===== config.mk =====
export PLATFORM = sky130hd
export DESIGN_NAME = dfm_round
export DESIGN_NICKNAME = d
export VERILOG_FILES = /design/src/rtl/dfm_pkg.sv /design/src/rtl/dfm_round.sv
export SDC_FILE = /design/constraint.sdc
export NUM_CORES = 1
export LEC_CHECK = 0
export BUFFER_PORTS_ARGS = -buffer_cell sky130_fd_sc_hd__buf_4
export CORE_MARGIN = 1.5
export CORE_UTILIZATION = 48
export DETAILED_ROUTE_END_ITERATION = 10
export GPL_ROUTABILITY_DRIVEN = 0
export PLACE_DENSITY = 0.74
export SLEW_MARGIN = 10
export SYNTH_ARGS = -nofsm -noshare
export SYNTH_HDL_FRONTEND = slang
export SYNTH_SLANG_ARGS = --single-unit

===== constraint.sdc =====
create_clock -name clock -period 5.1 [get_ports clock]
set_clock_uncertainty 0.1 [all_clocks]
set_input_delay 0.51 -clock clock [delete_from_list [all_inputs] [get_ports clock]]
set_output_delay 0.51 -clock clock [all_outputs]
set_load 0.005 [all_outputs]

===== src/rtl/dfm_pkg.sv =====
// shared types and constants for the double multiply pipeline
// no dependencies
package dfm_pkg;

   localparam int unsigned HighWidth = 32;
   localparam int unsigned LowWidth  = 21;
   localparam int unsigned ExpWidth  = 11;
   localparam int unsigned FracWidth = 52;

   localparam logic [ExpWidth:0]   ExpBiasUp   = 12'd1022;
   localparam logic [ExpWidth:0]   ExpBias     = 12'd1023;
   localparam logic [ExpWidth:0]   ExpMax      = 12'd2047;
   localparam logic [63:0]         RoundHalf11 = 64'd1024;
   localparam logic [63:0]         RoundHalf10 = 64'd512;

   // decoded operand pair
   typedef struct packed {
      logic                 sign;
      logic                 zero;
      logic [ExpWidth:0]    exp_sum;
      logic [HighWidth-1:0] ha;
      logic [HighWidth-1:0] hb;
      logic [LowWidth-1:0]  la;
      logic [LowWidth-1:0]  lb;
   } unpack_type;

   // working sum ready for rounding
   typedef struct packed {
      logic              sign;
      logic              zero;
      logic [ExpWidth:0] exp_sum;
      logic [63:0]       sum;
   } sum_type;

endpackage


===== src/rtl/dfm_round.sv =====
// normalize, round half up, range check and pack
// depends on dfm_pkg
module dfm_round (
   input  logic             clock,
   input  logic             enable,
   input  dfm_pkg::sum_type sum,
   output logic [63:0]      product,
   output logic             overflowed
);
   import dfm_pkg::*;

   logic [63:0]       product_ff, product_in;
   logic              overflowed_ff, overflowed_in;
   logic [63:0]       rounded;
   logic [FracWidth-1:0] frac;
   logic [ExpWidth+1:0]  exp;

   always_comb begin
      // pick shift from top bit before or after rounding
      if (sum.sum[63]) begin
         rounded = sum.sum + RoundHalf11;
         frac    = rounded[62:11];
         exp     = {1'b0, sum.exp_sum} - {1'b0, ExpBiasUp};
      end else begin
         rounded = sum.sum + RoundHalf10;
         if (rounded[63]) begin
            frac = rounded[62:11];
            exp  = {1'b0, sum.exp_sum} - {1'b0, ExpBiasUp};
         end else begin
            frac = rounded[61:10];
            exp  = {1'b0, sum.exp_sum} - {1'b0, ExpBias};
         end
      end
      // range check on signed exponent
      overflowed_in = 1'b0;
      product_in    = {sum.sign, 63'd0};
      if (!sum.zero) begin
         if (!exp[ExpWidth+1] && (exp[ExpWidth:0] >= ExpMax)) begin
            overflowed_in = 1'b1;
            product_in    = {sum.sign, {ExpWidth{1'b1}}, {FracWidth{1'b0}}};
         end else if (!exp[ExpWidth+1] && (exp != '0)) begin
            product_in = {sum.sign, exp[ExpWidth-1:0], frac};
         end
      end
   end

   always_ff @(posedge clock) begin
      if (enable) begin
         product_ff    <= product_in;
         overflowed_ff <= overflowed_in;
      end
   end

   assign product    = product_ff;
   assign overflowed = overflowed_ff;

endmodule


# Word level (Yosys, flattened, before mapping)
# Index checks and enable logic that the tools add are counted.
dict set report classes {
  bitwise 1
  n_mux 7
  n_addsub 4
  order_cmp 1
  reduce_logical 5
}
# cell n
set op_table {}
lappend op_table {{$mux 63} 2}
lappend op_table {{$mux 52} 2}
lappend op_table {{$add 64x10->64 const B} 1}
lappend op_table {{$add 63x11->63 const B} 1}
lappend op_table {{$mux 13} 2}
lappend op_table {{$sub 12x10->13 const B} 2}
lappend op_table {{$reduce_bool 13->1} 1}
lappend op_table {{$ge 12x11->1 const B} 1}
lappend op_table {{$reduce_or 3->1} 1}
lappend op_table {{$logic_and 1x1->1} 2}
lappend op_table {{$logic_not 1->1} 1}
lappend op_table {{$mux 1} 1}
lappend op_table {{$not 1->1} 1}
dict set report totals {
  inputBits 80
  word_cells 22
  output_inout_bits 65
  regBits 65
}

# Logic depth before layout (Yosys ltp)
dict set report depth {
  word_depth 7
  ltp_mapped 13
}

# Worst setup path after synthesis
# No wires, ideal clock.
dict set report synth_path {
  path_kind {input to register}
  start {in sum[20] (netlist bit)}
  end {reg product_ff[13] (netlist: product[13]) (data pin)}
  setup_ns 0.276
  cell_stages 12
  t_required_ns 4.724
  path_slack_ns 1.568
  arrival_ns 3.156
  n_path_buf 3
  cell_sequence {clkbuf_1 -> nand4_1 -> nor4_4 -> and4_1 -> buf_6 -> a21oi_4 -> mux2i_4 -> or3_1 -> a2111o_1 -> o2111ai_4 -> buf_6 -> a211oi_2}
}
dict set report synth_between {
  elab_chain_len 7
  word_cells_on_any_way 13
}
# item line
set synth_rtl {}
lappend synth_rtl {{start: declaration} dfm_round.sv:6} ;# input dfm_pkg::sum_type sum,
lappend synth_rtl {{branches (longest 7 deep; another with $add 64x10->64)} --}
lappend synth_rtl {{end signal: assignment} dfm_round.sv:49} ;# product_ff <= product_in;
lappend synth_rtl {{end: declaration} dfm_round.sv:12} ;# logic [63:0] product_ff, product_in;
# Several ways; the timed one is not identified.
# A chain may end at the register's enable or synchronous reset.

# Worst setup path after layout
dict set report layout_path {
  start {in sum[9] (netlist bit)}
  end {reg product_ff[25] (netlist: product[25]) (data pin)}
}
# Same word-level chain as after synthesis.

==> summary.txt <==
Critical path
  • Setup CP Type: in2reg
  • Critical Path Sink Type: flip-flop
  • WP data required: roughly 5.1 ns
  • Worst Setup EP: product[25]
  • Max FO, Critical Path: 31
  • Crit-path cells: buf_4 -> ha_1 -> nand3_1 -> nor4_4 -> and4_1 -> a2111oi_0 -> a211oi_1 -> o311a_1 -> o2111ai_1 -> o2111ai_4 -> buf_12 -> nor2_1
  • Startpoint types: input pin
  • WP data arrival: 4.38 ns
  • CP max-delay cell: o2111ai_4
  • Setup crit start: sum[9]
  • CP max stage delay: around 0.8 ns

Synthesis
  • Gate Count Post-Synth: 653
  • Synthesized cell area: between 0.005 and 0.006 mm²
  • Count of cell types in the netlist: 57
  • Asr flop ratio synth: 0%
  • Synth area leaders: edfxtp_1 (36%), xnor2_1 (8.5%), nor2_1 (7.4%)
  • Synth Net Count: ~740
  • Flops & latches, synth: 65
  • Yosys top cell by area: edfxtp_1
  • Sequential fraction of the synthesis area: 35.6%
  • YS warnings: 0
  • Post-synth EDFFs: between 60 and 70
  • Top_reg_cell synth: edfxtp_1
  • Top cell type's share of synthesized area: 35.6%
  • Syn_area_per_cell: between 8 and 9 µm²

Placed design
  • Dpl ws: 0.427 ns
  • IO Port Bufs: roughly 140
  • Post-DP HPWL: around 11 mm

Clocking
  • Buffer count from post-CTS setup fixing: 0
  • Hold Buf Count CTS: 0
  • CTS clk-pin slew, worst paths: about 0.060 ns
  • Sink Count: 65
  • Clock root buffer: clkbuf_16
  • Total CTS buffers: 9
  • Post-cts sizing count: 0
  • H-tree depth: 3
  • Max Root-Sink Buffers: 2
  • TritonCTS clock tree: built

Drt
  • DR DRC count: 0
  • Final wirelength: about 16 mm
  • Number of vias in the routed layout: ~5.4k
  • Vias per cell: 6.05
  • First-pass detailed-route iteration total: 5
  • Routed Antenna Nets: 0
  • Initial DRC Count: 605
  • Routed len/inst: approximately 18 µm

Min path
  • Type of the tightest min-delay check: in2reg

STA
  • Worst setup margin: 0.703 ns
  • Fin. Hold Viols: 0
  • Pins over their slew limit: 0
  • Setup TNS: 0 ns
  • Post-route clock period utilization: between 80% and 90%
  • Rel. slew slack: around a third
  • # setup viols final: 0
  • Fmax: 227 MHz
  • Slew @ Worst Pin: ~0.98 ns
  • Minimum clock period: ~4.4 ns
  • RSZ-0062 raised after global routing: false

Final layout
  • Post-layout util: around 62%
  • Nets: around 840
  • Layout area overhead: 24.5%
  • Flip-flop and latch area: 0.00195 mm²
  • ANT cells: 0
  • Commonest non-fill, non-tap cell in the layout: buf_4
  • # fillers: ~960
  • Share of cells above drive strength 1: 22.6%
  • Area of the multi-input gates: between 0.003 and 0.004 mm²
  • Commonest non-fill, non-tap cells in the layout: buf_4 (140), nor2_1 (108), edfxtp_1 (65), nand2_1 (59), xnor2_1 (53)

Global route
  • GRT Overall Usage: 26.6%
  • Vias in the first global route: about 5.0k
  • First-pass GRT wire length: between 20 and 25 mm
  • Initial antenna violation count: 0
  • Largest net degree at the start of global routing: 66
  • GRT overflow: 0

Pwr
  • P_leak: ~2.5 nW
  • VDD IR-drop max: 0.136 mV
  • PD cells: approximately 250 mW/mm²

Die
  • Starting Density: ~50%
  • Die Wd: 110 µm
  • FP Rows: 38
  • Die area: 0.0121 mm²
  • Core Region: about 0.011 mm²
  • Die Span Y: roughly 110 µm
  • Ports: between 100 and 150

Job
  • Max_cap viols: 0

Status
  • Status: completed
final cells by class:
cell class / count / share of cell area, %
repair buffers: 141 / 15.7
flip-flops and latches: 65 / 28.6
clock buffers: 9 / 3.30
multi-input cells: 530 / 47.7
inverters: 8 / 0.439
clock inverters: 7 / 1.74
well taps: 140 / 2.56
metrics by stage:
step / cell area (µm²) / total power, W / hold WS (ns) / instances
final: 6830 / 0.00170 / 0.249 / 900
after global routing: 6830 / 0.00177 / 0.246 / 900
after global placement: 6490 / 0.000988 / 0.593 / 884
after detailed placement: 6490 / 0.000994 / 0.594 / 884
after CTS: 6830 / 0.00171 / 0.247 / 900
after floorplan: 5490 / 0.000825 / 0.509 / 653
cell families after synthesis:
group	synth area share, %
muxes	0.957
DFF	35.6
AOI/OAI and AO/OA	15.3
buffers and inverters	5.04
adders and majority gates	0.912
xor gates and xnor gates	14.7
and+or+nand+nor	27.6
Yosys cell counts (all sizes together), types with 19 or more instances:
| cell type | instances |
|---|---|
| nand3 | 37 |
| nor3 | 22 |
| nand2 | 59 |
| nor2 | 108 |
| xnor2 | 54 |
| a21oi | 37 |
| clkbuf | 33 |
| xor2 | 37 |
| edfxtp | 65 |
| and3 | 19 |
| nand4 | 23 |
critical path, delay by kind of cell:
family,cells,cell delay [ns]
simple gates,4,1.20
buf+inv,2,0.48
fa+ha+maj,1,0.23
compound gates,5,1.94
state kept, by name, indices dropped and copies added (netlist names):
name	cells
product	64
overflowed	1
layer usage:
layer,wire [µm],track usage (%)
met5,0,0
met4,259,9.28
met3,1310,4.86
met2,7690,44.4
met1,6520,34.4
report_power, final:
part / internal [W] / switching (W) / total, W / leakage, nW
clock: 0.000477 / 0.000240 / 0.000717 / 0.163
combinational: 0.000156 / 0.000180 / 0.000335 / 1.73
sequential: 0.000638 / 0.0000144 / 0.000652 / 0.622
total: 0.00127 / 0.000434 / 0.00170 / 2.51
how the worst min path moves through the flow:
stage	startpoint	to	slack (ns)	depth (start not counted)
final	sum[77]	product[63]	0.25	1
after global placement	sum[77]	product[63]	0.59	1
after detailed placement	sum[77]	product[63]	0.59	1
after floorplan	sum[77]	product[63]	0.51	0
after global routing	sum[77]	product[63]	0.25	1
after CTS	sum[77]	product[63]	0.25	1
Power figures use the tool's default switching activity.
