### src/rtl/dfm_pkg.sv
// shared types and constants for the double multiply pipeline
// no dependencies
package dfm_pkg;

   localparam int unsigned HighWidth = 32;
   localparam int unsigned LowWidth  = 21;
   localparam int unsigned ExpWidth  = 11;
   localparam int unsigned FracWidth = 52;

   localparam logic [ExpWidth:0]   ExpBiasUp   = 12'd1022;
   localparam logic [ExpWidth:0]   ExpBias     = 12'd1023;
   localparam logic [ExpWidth:0]   ExpMax      = 12'd2047;
   localparam logic [63:0]         RoundHalf11 = 64'd1024;
   localparam logic [63:0]         RoundHalf10 = 64'd512;

   // decoded operand pair
   typedef struct packed {
      logic                 sign;
      logic                 zero;
      logic [ExpWidth:0]    exp_sum;
      logic [HighWidth-1:0] ha;
      logic [HighWidth-1:0] hb;
      logic [LowWidth-1:0]  la;
      logic [LowWidth-1:0]  lb;
   } unpack_type;

   // working sum ready for rounding
   typedef struct packed {
      logic              sign;
      logic              zero;
      logic [ExpWidth:0] exp_sum;
      logic [63:0]       sum;
   } sum_type;

endpackage

### src/rtl/dfm_unpack.sv
// operand decode stage: sign, zero check, exponent sum, significand split
// depends on dfm_pkg
module dfm_unpack (
   input  logic                clock,
   input  logic                enable,
   input  logic [63:0]         operand_a,
   input  logic [63:0]         operand_b,
   output dfm_pkg::unpack_type unpack
);
   import dfm_pkg::*;

   unpack_type unpack_ff, unpack_in;
   logic [52:0] ma, mb;

   // split significands with hidden one inserted
   always_comb begin
      ma = {1'b1, operand_a[51:0]};
      mb = {1'b1, operand_b[51:0]};
      unpack_in.sign    = operand_a[63] ^ operand_b[63];
      unpack_in.zero    = (operand_a[62:0] == '0) || (operand_b[62:0] == '0);
      unpack_in.exp_sum = {1'b0, operand_a[62:52]} + {1'b0, operand_b[62:52]};
      unpack_in.ha      = ma[52:21];
      unpack_in.hb      = mb[52:21];
      unpack_in.la      = ma[20:0];
      unpack_in.lb      = mb[20:0];
   end

   always_ff @(posedge clock) begin
      if (enable) begin
         unpack_ff <= unpack_in;
      end
   end

   assign unpack = unpack_ff;

endmodule

### config.mk
export PLATFORM = sky130hd
export DESIGN_NAME = dfm_unpack
export DESIGN_NICKNAME = d
export VERILOG_FILES = /design/src/rtl/dfm_pkg.sv /design/src/rtl/dfm_unpack.sv
export SDC_FILE = /design/constraint.sdc
export NUM_CORES = 1
export LEC_CHECK = 0
export BUFFER_PORTS_ARGS = -buffer_cell sky130_fd_sc_hd__buf_2
export CAP_MARGIN = 20
export CORE_MARGIN = 2
export CORE_UTILIZATION = 35
export DETAILED_ROUTE_END_ITERATION = 8
export GPL_ROUTABILITY_DRIVEN = 0
export HOLD_SLACK_MARGIN = 0.08
export PLACE_DENSITY = 0.66
export SYNTH_ARGS = -nofsm -noshare
export SYNTH_HDL_FRONTEND = slang
export SYNTH_SLANG_ARGS = --single-unit
### constraint.sdc
create_clock -name clock -period 2.6 [get_ports clock]
set_clock_uncertainty 0.05 [all_clocks]
set_input_delay 0.26 -clock clock [delete_from_list [all_inputs] [get_ports clock]]
set_output_delay 0.26 -clock clock [all_outputs]
set_load 0.02 [all_outputs]
After elaboration in Yosys (flattened, before gate mapping)

Index checks and enable logic that the tools add are counted.

Flip-flop bits (word level): 118
Output and inout port bits: 120
Bits of input ports: 130
Logic and storage cells: 12

Bitwise gates (word level): 1
Add/sub/neg operators: 1
Reduce and logical (&&, ||, !) cells: 3

Operators with widths:

| operator         | number |
|---|---|
| $logic_not 63->1 | 2 |
| $add 11x11->12   | 1 |
| $logic_or 1x1->1 | 1 |
| $xor 1x1->1      | 1 |

Depth between registers and ports, before layout

Gate-level depths: netlist of run 1.

Word-level depth: 2
Depth in mapped cells: 6

Least setup slack after synthesis of run 1

Ideal clock, no wire load.

Kind: input-to-reg
From: in operand_a[55]
To: reg unpack_ff (netlist bit unpack[115]) (data pin)
Required time: 2278 ps
Buffers on the path: 0
Arrival time: 1565 ps
Setup time: 272 ps
Slack: 713 ps
Stages on the path: 5
Cell sequence: ha_1 -> nand3_1 -> o2111ai_2 -> and4_1 -> or4b_1

RTL lines:

| item                 | RTL line         | source |
|---|---|---|
| start, declared      | dfm_unpack.sv:6  | `input logic [63:0] operand_a,` |
| end signal, assigned | dfm_unpack.sv:30 | `unpack_ff <= unpack_in;` |
| end, declared        | dfm_unpack.sv:12 | `unpack_type unpack_ff, unpack_in;` |

==> results of run 1 <==
path summary, 6_finish.rpt:
kind | to | slack, ns | cells after the start
worst max-delay path | unpack[118] | 0.61 | 6
worst min-delay path | unpack[119] | 0.11 | 2
final cells by class:
class	instances	area, µm²	area share [%]
repair buffers	354	2310	30.9
multi-input cells	116	808	10.8
flip-flops and latches	118	3540	47.3
clock inverters	14	184	2.45
well taps	168	210	2.80
clock buffers	18	429	5.72
inverters	2	7.51	0.100
metal layers:
layer | part of all wire, % | global-route usage (%)
met2 | 54 | 36.6
met1 | 35 | 19.4
met5 | 0 | 0
met4 | 3.0 | 9.84
met3 | 7.7 | 6.22
through the flow:
stage	hold slack, ns	cells
after floorplan	0.309	239
after global placement	0.402	654
after detailed placement	0.404	654
after CTS	0.0995	790
after global routing	0.109	790
final	0.114	790
worst max-delay path, stage by stage:
cell                            delay [ns]
sky130_fd_sc_hd__dlygate4sd3_1        0.54
sky130_fd_sc_hd__buf_2                0.13
sky130_fd_sc_hd__nor4_1               0.44
sky130_fd_sc_hd__nand4_1              0.22
sky130_fd_sc_hd__or4_1                0.55
sky130_fd_sc_hd__nand2_1              0.07
power groups by stage:
stage / Clock, mW / Combinational (mW) / Sequential [mW]
2_1_floorplan: 0 / 0.125 / 2.58
3_3_place_gp: 0 / 0.692 / 2.36
4_1_cts: 2.44 / 0.825 / 2.32
6_report: 2.40 / 0.833 / 2.33
3_5_place_dp: 0 / 0.701 / 2.36
5_1_grt: 2.53 / 0.885 / 2.34
what timing repair did:
item	in CTS	in global routing
hold buffers	104	0
endpoints found under the hold margin	104	0
gates resized for setup	0	0
setup buffers	0	0
cells in the mapped netlist (2+ instances only):
library cell	n	area, µm²
sky130_fd_sc_hd__ha_1	11	138
sky130_fd_sc_hd__buf_4	2	15.0
sky130_fd_sc_hd__edfxtp_1	118	3540
sky130_fd_sc_hd__nor2_1	10	37.5
sky130_fd_sc_hd__nor3_1	8	40.0
sky130_fd_sc_hd__or4_1	2	15.0
sky130_fd_sc_hd__inv_1	2	7.51
sky130_fd_sc_hd__nor2b_1	3	18.8
sky130_fd_sc_hd__nand2_1	6	22.5
sky130_fd_sc_hd__nand3_1	5	25.0
sky130_fd_sc_hd__o211ai_1	2	15.0
sky130_fd_sc_hd__xnor2_1	5	43.8
sky130_fd_sc_hd__xor2_1	3	26.3
sky130_fd_sc_hd__a21oi_1	4	20.0
sky130_fd_sc_hd__nor4_1	30	188
sky130_fd_sc_hd__nand4_1	9	56.3
cells by family after synthesis:
| family | count (synthesis) | synth area share (%) |
|---|---|---|
| adder cells (fa/ha/maj) | 12 | 3.60 |
| flip-flops | 118 | 81.0 |
| AO/OA/AOI/OAI | 14 | 2.55 |
| XOR/XNOR | 8 | 1.60 |
| AND/OR/NAND/NOR | 80 | 10.6 |
| buffers and inverters | 5 | 0.601 |
| other | 1 | 0.0857 |
==> results.md, run 1 <==
Cells and area:
- The commonest non-fill, non-tap cell in the layout is sky130_fd_sc_hd__buf_2.
- The area growth from synthesis to layout is 71.4%.
- In the layout the commonest cells are 246 x sky130_fd_sc_hd__buf_2, 118 x sky130_fd_sc_hd__edfxtp_1, 104 x sky130_fd_sc_hd__dlygate4sd3_1.
- For this run, the share of the core covered by cells in the final layout is 61.9%.
- The total of fill cells in the finished design is 932.
- The number of flip-flops under the largest register name is approximately 120.
- For this run, the post-layout net count is ~750.
- The cell area after layout is 0.00750 mm².
- The number of diodes is 0.
- Cells with a size suffix above 1 make up 45.7% of the layout.

Setup path:
- Data arrives at the worst endpoint at between 2 and 2.5 ns.
- The worst setup path is of the in -> reg kind.
- The most critical setup path has its startpoint at operand_b[38].
- The worst setup path is launched from an input port.
- For the worst setup path, the data required time is approximately 2.8 ns.
- STA classifies the critical path endpoint as a register.
- Along the worst path, the maximum fanout reaches 2.

Placed design:
- The number of port buffers is approximately 250.
- The worst setup timing slack at the placement stage is 0.463 ns.
- Once detailed placement completed, the half-perimeter wirelength came to about 9000 µm.
- The cell area after placement is 0.00584 mm².

Synthesis:
- The synthesized netlist contains 34 unique library cells.
- For this run, the leading register cell type out of synthesis is sky130_fd_sc_hd__edfxtp_1.
- The combined area of all synthesized cells is around 0.0044 mm².
- The share of flip-flops with an asynchronous set or reset is 0%.
- The count of flip-flops with a built-in enable after synthesis is 118.
- During synthesis, Yosys emitted a total of 0 warnings.
- The gate count after technology mapping is about 240.
- The mean cell area of the mapped netlist is ~18 µm².
- The sequential share of the synthesized area is 81.0%.
- After synthesis the netlist holds a flip-flop and latch count of 118.

Global route:
- The via count of the first global-routing pass is 3844.
- The initial antenna violation count is 0.
- Entering global routing, the biggest net connects 56 pins.
- The first global-routing pass estimated 19100 µm of wire.
- The total global routing overflow is 0.
- The total track usage is between 10% and 20%.

Power and ir drop:
- The power per cell area is around 740 mW/mm².
- Power comes to 5.56 mW.
- The largest vdd supply drop is between 0.0003 and 0.0004 V.
- The clock network fraction of total power is 43.2%.
- Summed over all cells, the static leakage comes to between 3 and 4 nW.
- The sequential share of power is a little over two fifths.
- The internal power is about 4.2 mW.
- In this run, the combinational gates consume between 10% and 20% of the power.
- The reported net switching power is between 1 and 1.5 mW.
- The switching power as a share of total power is roughly a quarter.

Detailed routing:
- Dividing the detail-routed wire length by the instance count gives ~17 µm.
- The detailed-route via count is approximately 3.7k.
- Using the TritonRoute via totals, the vias-per-cell ratio works out to approximately 4.7.
- After detailed routing, the number of remaining DRC violations is 0.
- In this run, the number of DRC markers left after iteration 0 of detailed routing was 173.
- Wires add up to between 10000 and 15000 µm.
- The count of nets left with antenna violations once routing finished came out at 0.
- For this run, the detailed router's first-pass iteration total came to 6.

Clock network:
- After clock tree synthesis, the clock-pin slew on the worst setup and hold paths is approximately 0.050 ns.
- CTS placed an instance of sky130_fd_sc_hd__clkbuf_16 at the clock tree root.
- TritonCTS built the clock tree.
- The deepest clock path buffer count is 2.
- The H-tree was split into 4 levels.
- CTS saw around 120 sinks.
- Clock tree synthesis inserted a total of 17 buffers.

Timing:
- Measured against its own limit, the worst slew margin works out to 65.4%.
- Derived from the worst setup path, the maximum achievable clock frequency is 503 MHz.
- The count of final max-slew check failures was 0.
- After layout, the minimum clock period comes to about 2.0 ns.
- The setup slack after layout is between 0.6 and 0.7 ns.
- The final cycle utilization of the critical path is between 70% and 80%.
- Setup violations remaining at the end of the flow were counted as 0.
- At the pin with the least slew margin, the transition time is between 0.5 and 0.6 ns.
- The final number of hold-violating endpoints is 0.
- The setup TNS is 0 ns.
- Setup repair after global routing left no endpoint under its margin.

Floorplan:
- The floorplan step set the die height to around 120 µm.
- The core region is 0.0121 mm².
- For this design the top-level I/O count stands at 250.
- The full die area is around 0.013 mm².
- For this configuration, the core starts out at a cell density of between 30% and 40%.
- The number of rows in the core area is 40.
- The die outline width is 116 µm.

Min path:
- The start point of the worst hold path is operand_a[63].
- The worst hold path class is in -> reg.

Status:
- The flow ran to the end, and the final reports show no timing, DRC or antenna violations.

Flow run:
- The number of maximum-capacitance constraint violations is 0.
No activity file was read; power rests on OpenSTA's default activity.
==> inputs of run 2 (changes only) <==
--- a/config.mk
+++ b/config.mk
@@ -5,6 +5,7 @@
 export SDC_FILE = /design/constraint.sdc
 export NUM_CORES = 1
 export LEC_CHECK = 0
+export ABC_AREA = 1
 export BUFFER_PORTS_ARGS = -buffer_cell sky130_fd_sc_hd__buf_2
 export CAP_MARGIN = 20
 export CORE_MARGIN = 2
@@ -12,7 +13,7 @@
 export DETAILED_ROUTE_END_ITERATION = 8
 export GPL_ROUTABILITY_DRIVEN = 0
 export HOLD_SLACK_MARGIN = 0.08
-export PLACE_DENSITY = 0.66
+export PLACE_DENSITY = 0.65
 export SYNTH_ARGS = -nofsm -noshare
 export SYNTH_HDL_FRONTEND = slang
 export SYNTH_SLANG_ARGS = --single-unit
==> constraint.sdc (replaced) <==
create_clock -name clock -period 2.07 [get_ports clock]
set_clock_uncertainty 0.05 [all_clocks]
set_input_delay 0.207 -clock clock [delete_from_list [all_inputs] [get_ports clock]]
set_output_delay 0.207 -clock clock [all_outputs]
set_load 0.02 [all_outputs]
==> run 2 against run 1 <==
Non-clock buffer count up 5. First-iteration DRC count is 38% higher. Routed wire length shrank 0.86%. Clock power rose by 20%. Critical path type unchanged. Critical endpoint is now unpack[114]. Largest power group is now sequential cells.
==> results.md, run 2 <==
Detailed routing:
- The routed wire length is 13400 µm (was 13500 µm).
- The average via count per standard cell is 4.43 (was 4.69).
- The total DRC errors in the routed layout came to 0 (unchanged).
- The per-cell routed wire length is 14.6 µm (was 17.1 µm).
- The length of the first detailed-routing pass in iterations is 4 (was 6).
- The count of routing violations after the opening detailed-route iteration is 238 (was 173).
- The detailed-route via count is 4088 (was 3709).
- The post-route antenna net violation count is 0 (unchanged).

Cells and area:
- The share of final-layout standard cells stronger than drive strength 1 is 38.5% (was 45.7%).
- The total of fill cells in the finished design is 1041 (was 932).
- The commonest non-fill, non-tap cell in the layout is sky130_fd_sc_hd__buf_2 (unchanged).
- The growth of design area from synthesis to finish is 68.3% (was 71.4%).
- The core occupancy in the finished layout came to 59.5% (was 61.9%).
- The number of flip-flops under the largest register name is 118 (unchanged).
- The number of nets in the final layout is 875 (was 751).
- The number of diodes was 0 (unchanged).
- Highest-count cells in the layout ignoring fill and taps: 246 x sky130_fd_sc_hd__buf_2, 118 x sky130_fd_sc_hd__edfxtp_1, 107 x sky130_fd_sc_hd__dlygate4sd3_1 (was 246 x sky130_fd_sc_hd__buf_2, 118 x sky130_fd_sc_hd__edfxtp_1, 104 x sky130_fd_sc_hd__dlygate4sd3_1).

Placed design:
- The half-perimeter wire length after placement is 9210 µm (was 9030 µm).
- The number of port buffers is 247 (unchanged).

Power and ir drop:
- The largest vdd supply drop is 0.000482 V (was 0.000324 V).
- The final total power was 6.88 mW (was 5.56 mW).
- The leakage component of the power was 3.44 nW (was 3.13 nW).
- The power per cell area is 883 mW/mm² (was 742 mW/mm²).

Timing:
- The setup TNS is 0 ns (unchanged).
- The count of final max-slew check failures is 0 (unchanged).
- Of the available clock period, the critical path in the final layout requires 88.6%.
- Setup repair after global routing missed its margin: false (unchanged).
- The final number of hold-violating endpoints is 0 (unchanged).
- For the finished layout, the period the worst path requires is 1.83 ns.
- For this run, the top clock speed supported by timing is around 550 MHz.
- The number of endpoints failing setup at the final stage is 0 (unchanged).

Synthesis:
- The sequential share of the synthesized area is 76.6% (was 81.0%).
- The dominant combinational cell family by area after synthesis was simple AND/OR/NAND/NOR gates (unchanged).
- The unique cell type count in the Yosys netlist is 18 (was 34).
- The number of synthesized register bits was 118 (unchanged).
- Commonest cells in the synthesized netlist: 118 x sky130_fd_sc_hd__edfxtp_1, 90 x sky130_fd_sc_hd__nor2_1, 88 x sky130_fd_sc_hd__nand2_1 (was 118 x sky130_fd_sc_hd__edfxtp_1, 30 x sky130_fd_sc_hd__nor4_1, 11 x sky130_fd_sc_hd__ha_1).
- The area fraction of the dominant cell type after synthesis is 76.6% (was 81.0%).
- The largest area contributor in the netlist is sky130_fd_sc_hd__edfxtp_1 (unchanged).
- The main flop type after synthesis is sky130_fd_sc_hd__edfxtp_1 (unchanged).
- The count of flip-flops with a built-in enable after synthesis was 118 (unchanged).
- The combined area of all synthesized cells is 0.00463 mm² (was 0.00437 mm²).
- The number of warnings issued by yosys is 0 (unchanged).
- The gate count after technology mapping is 356 (was 238).
- The fraction of the mapped netlist area in adder cells is 3.41% (was 3.60%).
- The simple-gate portion of the synthesized area came to 16.7% (was 10.6%).
- The share of flip-flops with an asynchronous set or reset was 0% (unchanged).
- The xor/xnor cell area share of the yosys netlist came to 1.14% (was 1.60%).
- Dominant cells by area after synthesis: sky130_fd_sc_hd__edfxtp_1 77%, sky130_fd_sc_hd__nor2_1 7.3%, sky130_fd_sc_hd__nand2_1 7.1% (was sky130_fd_sc_hd__edfxtp_1 81%, sky130_fd_sc_hd__nor4_1 4.3%, sky130_fd_sc_hd__ha_1 3.1%).
- The share of the synthesized area in compound gates (AO/OA/AOI/OAI) is 0.541% (was 2.55%).
- The fraction of synthesized area in multiplexers is 0% (unchanged).
- The mean cell area of the mapped netlist came to 13.0 µm² (was 18.4 µm²).
- The most used standard cell by instance count after synthesis was sky130_fd_sc_hd__edfxtp_1 (unchanged).

Setup path:
- The critical path class is in -> reg (unchanged).
- The arrival time at the worst endpoint is 1.94 ns (was 2.22 ns).
- The element type at the critical path start is an input port (unchanged).
- The kind of cell with the highest combined delay on the critical path is buffers and inverters (was simple AND/OR/NAND/NOR gates).
- The largest stage delay on the critical path is 0.53 ns (was 0.55 ns).
- The sum of buffers and inverters on the critical path is 2 (unchanged).
- The worst-path maximum fanout was 4 (was 2).
- CP cell instances: dlygate4sd3_1 -> buf_2 -> ha_1 -> fa_2 -> nand2_1 -> nand3_1 -> nand3_1 -> nand2_1 -> nand2_1 -> nand2_1 (was dlygate4sd3_1 -> buf_2 -> nor4_1 -> nand4_1 -> or4_1 -> nand2_1).
- The required time of the critical path is 2.17 ns (was 2.83 ns).
- The highest-delay cell along the critical path is sky130_fd_sc_hd__dlygate4sd3_1 (was sky130_fd_sc_hd__or4_1).
- The endpoint class of the critical path is a register (unchanged).
- In this design, the critical path's most frequently occurring cell is sky130_fd_sc_hd__nand2_1.

Clock network:
- The TritonCTS clock tree is built (unchanged).
- The buffer count from post-CTS setup fixing was 0 (unchanged).
- The number of levels in the clock H-tree came to 4 (unchanged).
- The number of buffers created by CTS is 17 (unchanged).
- The root buffer cell is sky130_fd_sc_hd__clkbuf_16 (unchanged).
- The total number of clock tree sinks came to 118 (unchanged).
- The clock-pin transition on the worst setup and hold timing paths came to 0.05 ns (about the same).
- The deepest clock path buffer count is 2 (unchanged).

Floorplan:
- The y dimension of the die was 119 µm (was 116 µm).
- The floorplan core area is 0.0131 mm² (was 0.0121 mm²).
- The full die area is 0.0142 mm² (was 0.0134 mm²).
- The die outline width is 119 µm (was 116 µm).
- The number of rows in the core area is 42 (was 40).
- The boundary pin count is 250 (unchanged).
- The initial standard-cell utilization of the core is 35.4% (was 36.1%).

Status:
- Outcome: complete, no violations (unchanged).

Flow run:
- The number of maximum-capacitance constraint violations was 0 (unchanged).

Global route:
- The initial antenna violation count is 0 (unchanged).
- The first-pass GRT wire length is 20200 µm (was 19100 µm).
- The via count of the first global-routing pass was 4124 (was 3844).
- The maximum number of pins on one net before global-route repair was 45 (was 56).
- The total track usage came to 18.6% (was 19.6%).
- The total global routing overflow is 0 (unchanged).

Min path:
- The worst hold path class is in -> reg (unchanged).
- The worst-case hold path end point is unpack[106] (was unpack[119]).
- The worst hold path depth is 2 (unchanged).
- The start point of the worst hold path is operand_a[52] (was operand_a[63]).
## run 2: routing by layer
metal  wire length (µm)  up-vias  GRT usage, %
met3                766       29          4.26
met4                403        0          8.78
li1                   -     1974             -
met1               5140     1914          19.9
met5                  0        -             0
met2               7110      171          34.5
## run 2: where the power goes
group          internal [mW]  switching [mW]  leakage, nW
registers               2.87          0.0537         1.15
logic                  0.441           0.627         2.00
clock network           1.88            1.01        0.280
total                   5.19            1.69         3.44
## run 2: final cells by class
type                       instances  area (µm²)  share of cell area, %
timing repair buffer             359        2360                   30.3
clock inverter                    13         158                   2.02
multi-input combinational        221        1020                   13.0
sequential                       118        3540                   45.5
inverter                          16        60.1                  0.771
tap                              176         220                   2.83
clock buffer                      19         433                   5.56
## run 2: repair_timing
action | in CTS | in global routing
hold buffers | 107 | 0
endpoints found under the setup margin | 0 | 1
gates resized for setup | 0 | 1
hold endpoints to repair | 106 | 0
## run 2: through the flow
step | hold slack (ns) | std cells | setup slack [ns] | cell area, µm²
finish | 0.0934 | 922 | 0.236 | 7790
global route | 0.0951 | 922 | 0.0797 | 7790
CTS | 0.0861 | 922 | 0.184 | 7790
detailed placement | 0.350 | 783 | 0.285 | 6130
global placement | 0.348 | 783 | 0.332 | 6130
floorplan | 0.256 | 357 | 0.556 | 4630
## run 2: worst max-delay path by stage
stage                              from     endpoint  slack [ns]  depth (start not counted)
final                     operand_b[52]  unpack[114]        0.24                         10
after global routing      operand_b[52]  unpack[114]        0.08                         10
after CTS                 operand_b[52]  unpack[114]        0.18                         10
after detailed placement  operand_a[52]  unpack[114]        0.28                          9
after global placement    operand_a[52]  unpack[114]        0.33                          9
after floorplan           operand_a[52]  unpack[114]        0.56                          8
## run 2: cells by family after synthesis
family | after synthesis
flops | 118
simple gates | 196
fa+ha+maj | 12
buf+inv | 18
other cells | 1
xor+xnor | 6
compound gates | 5
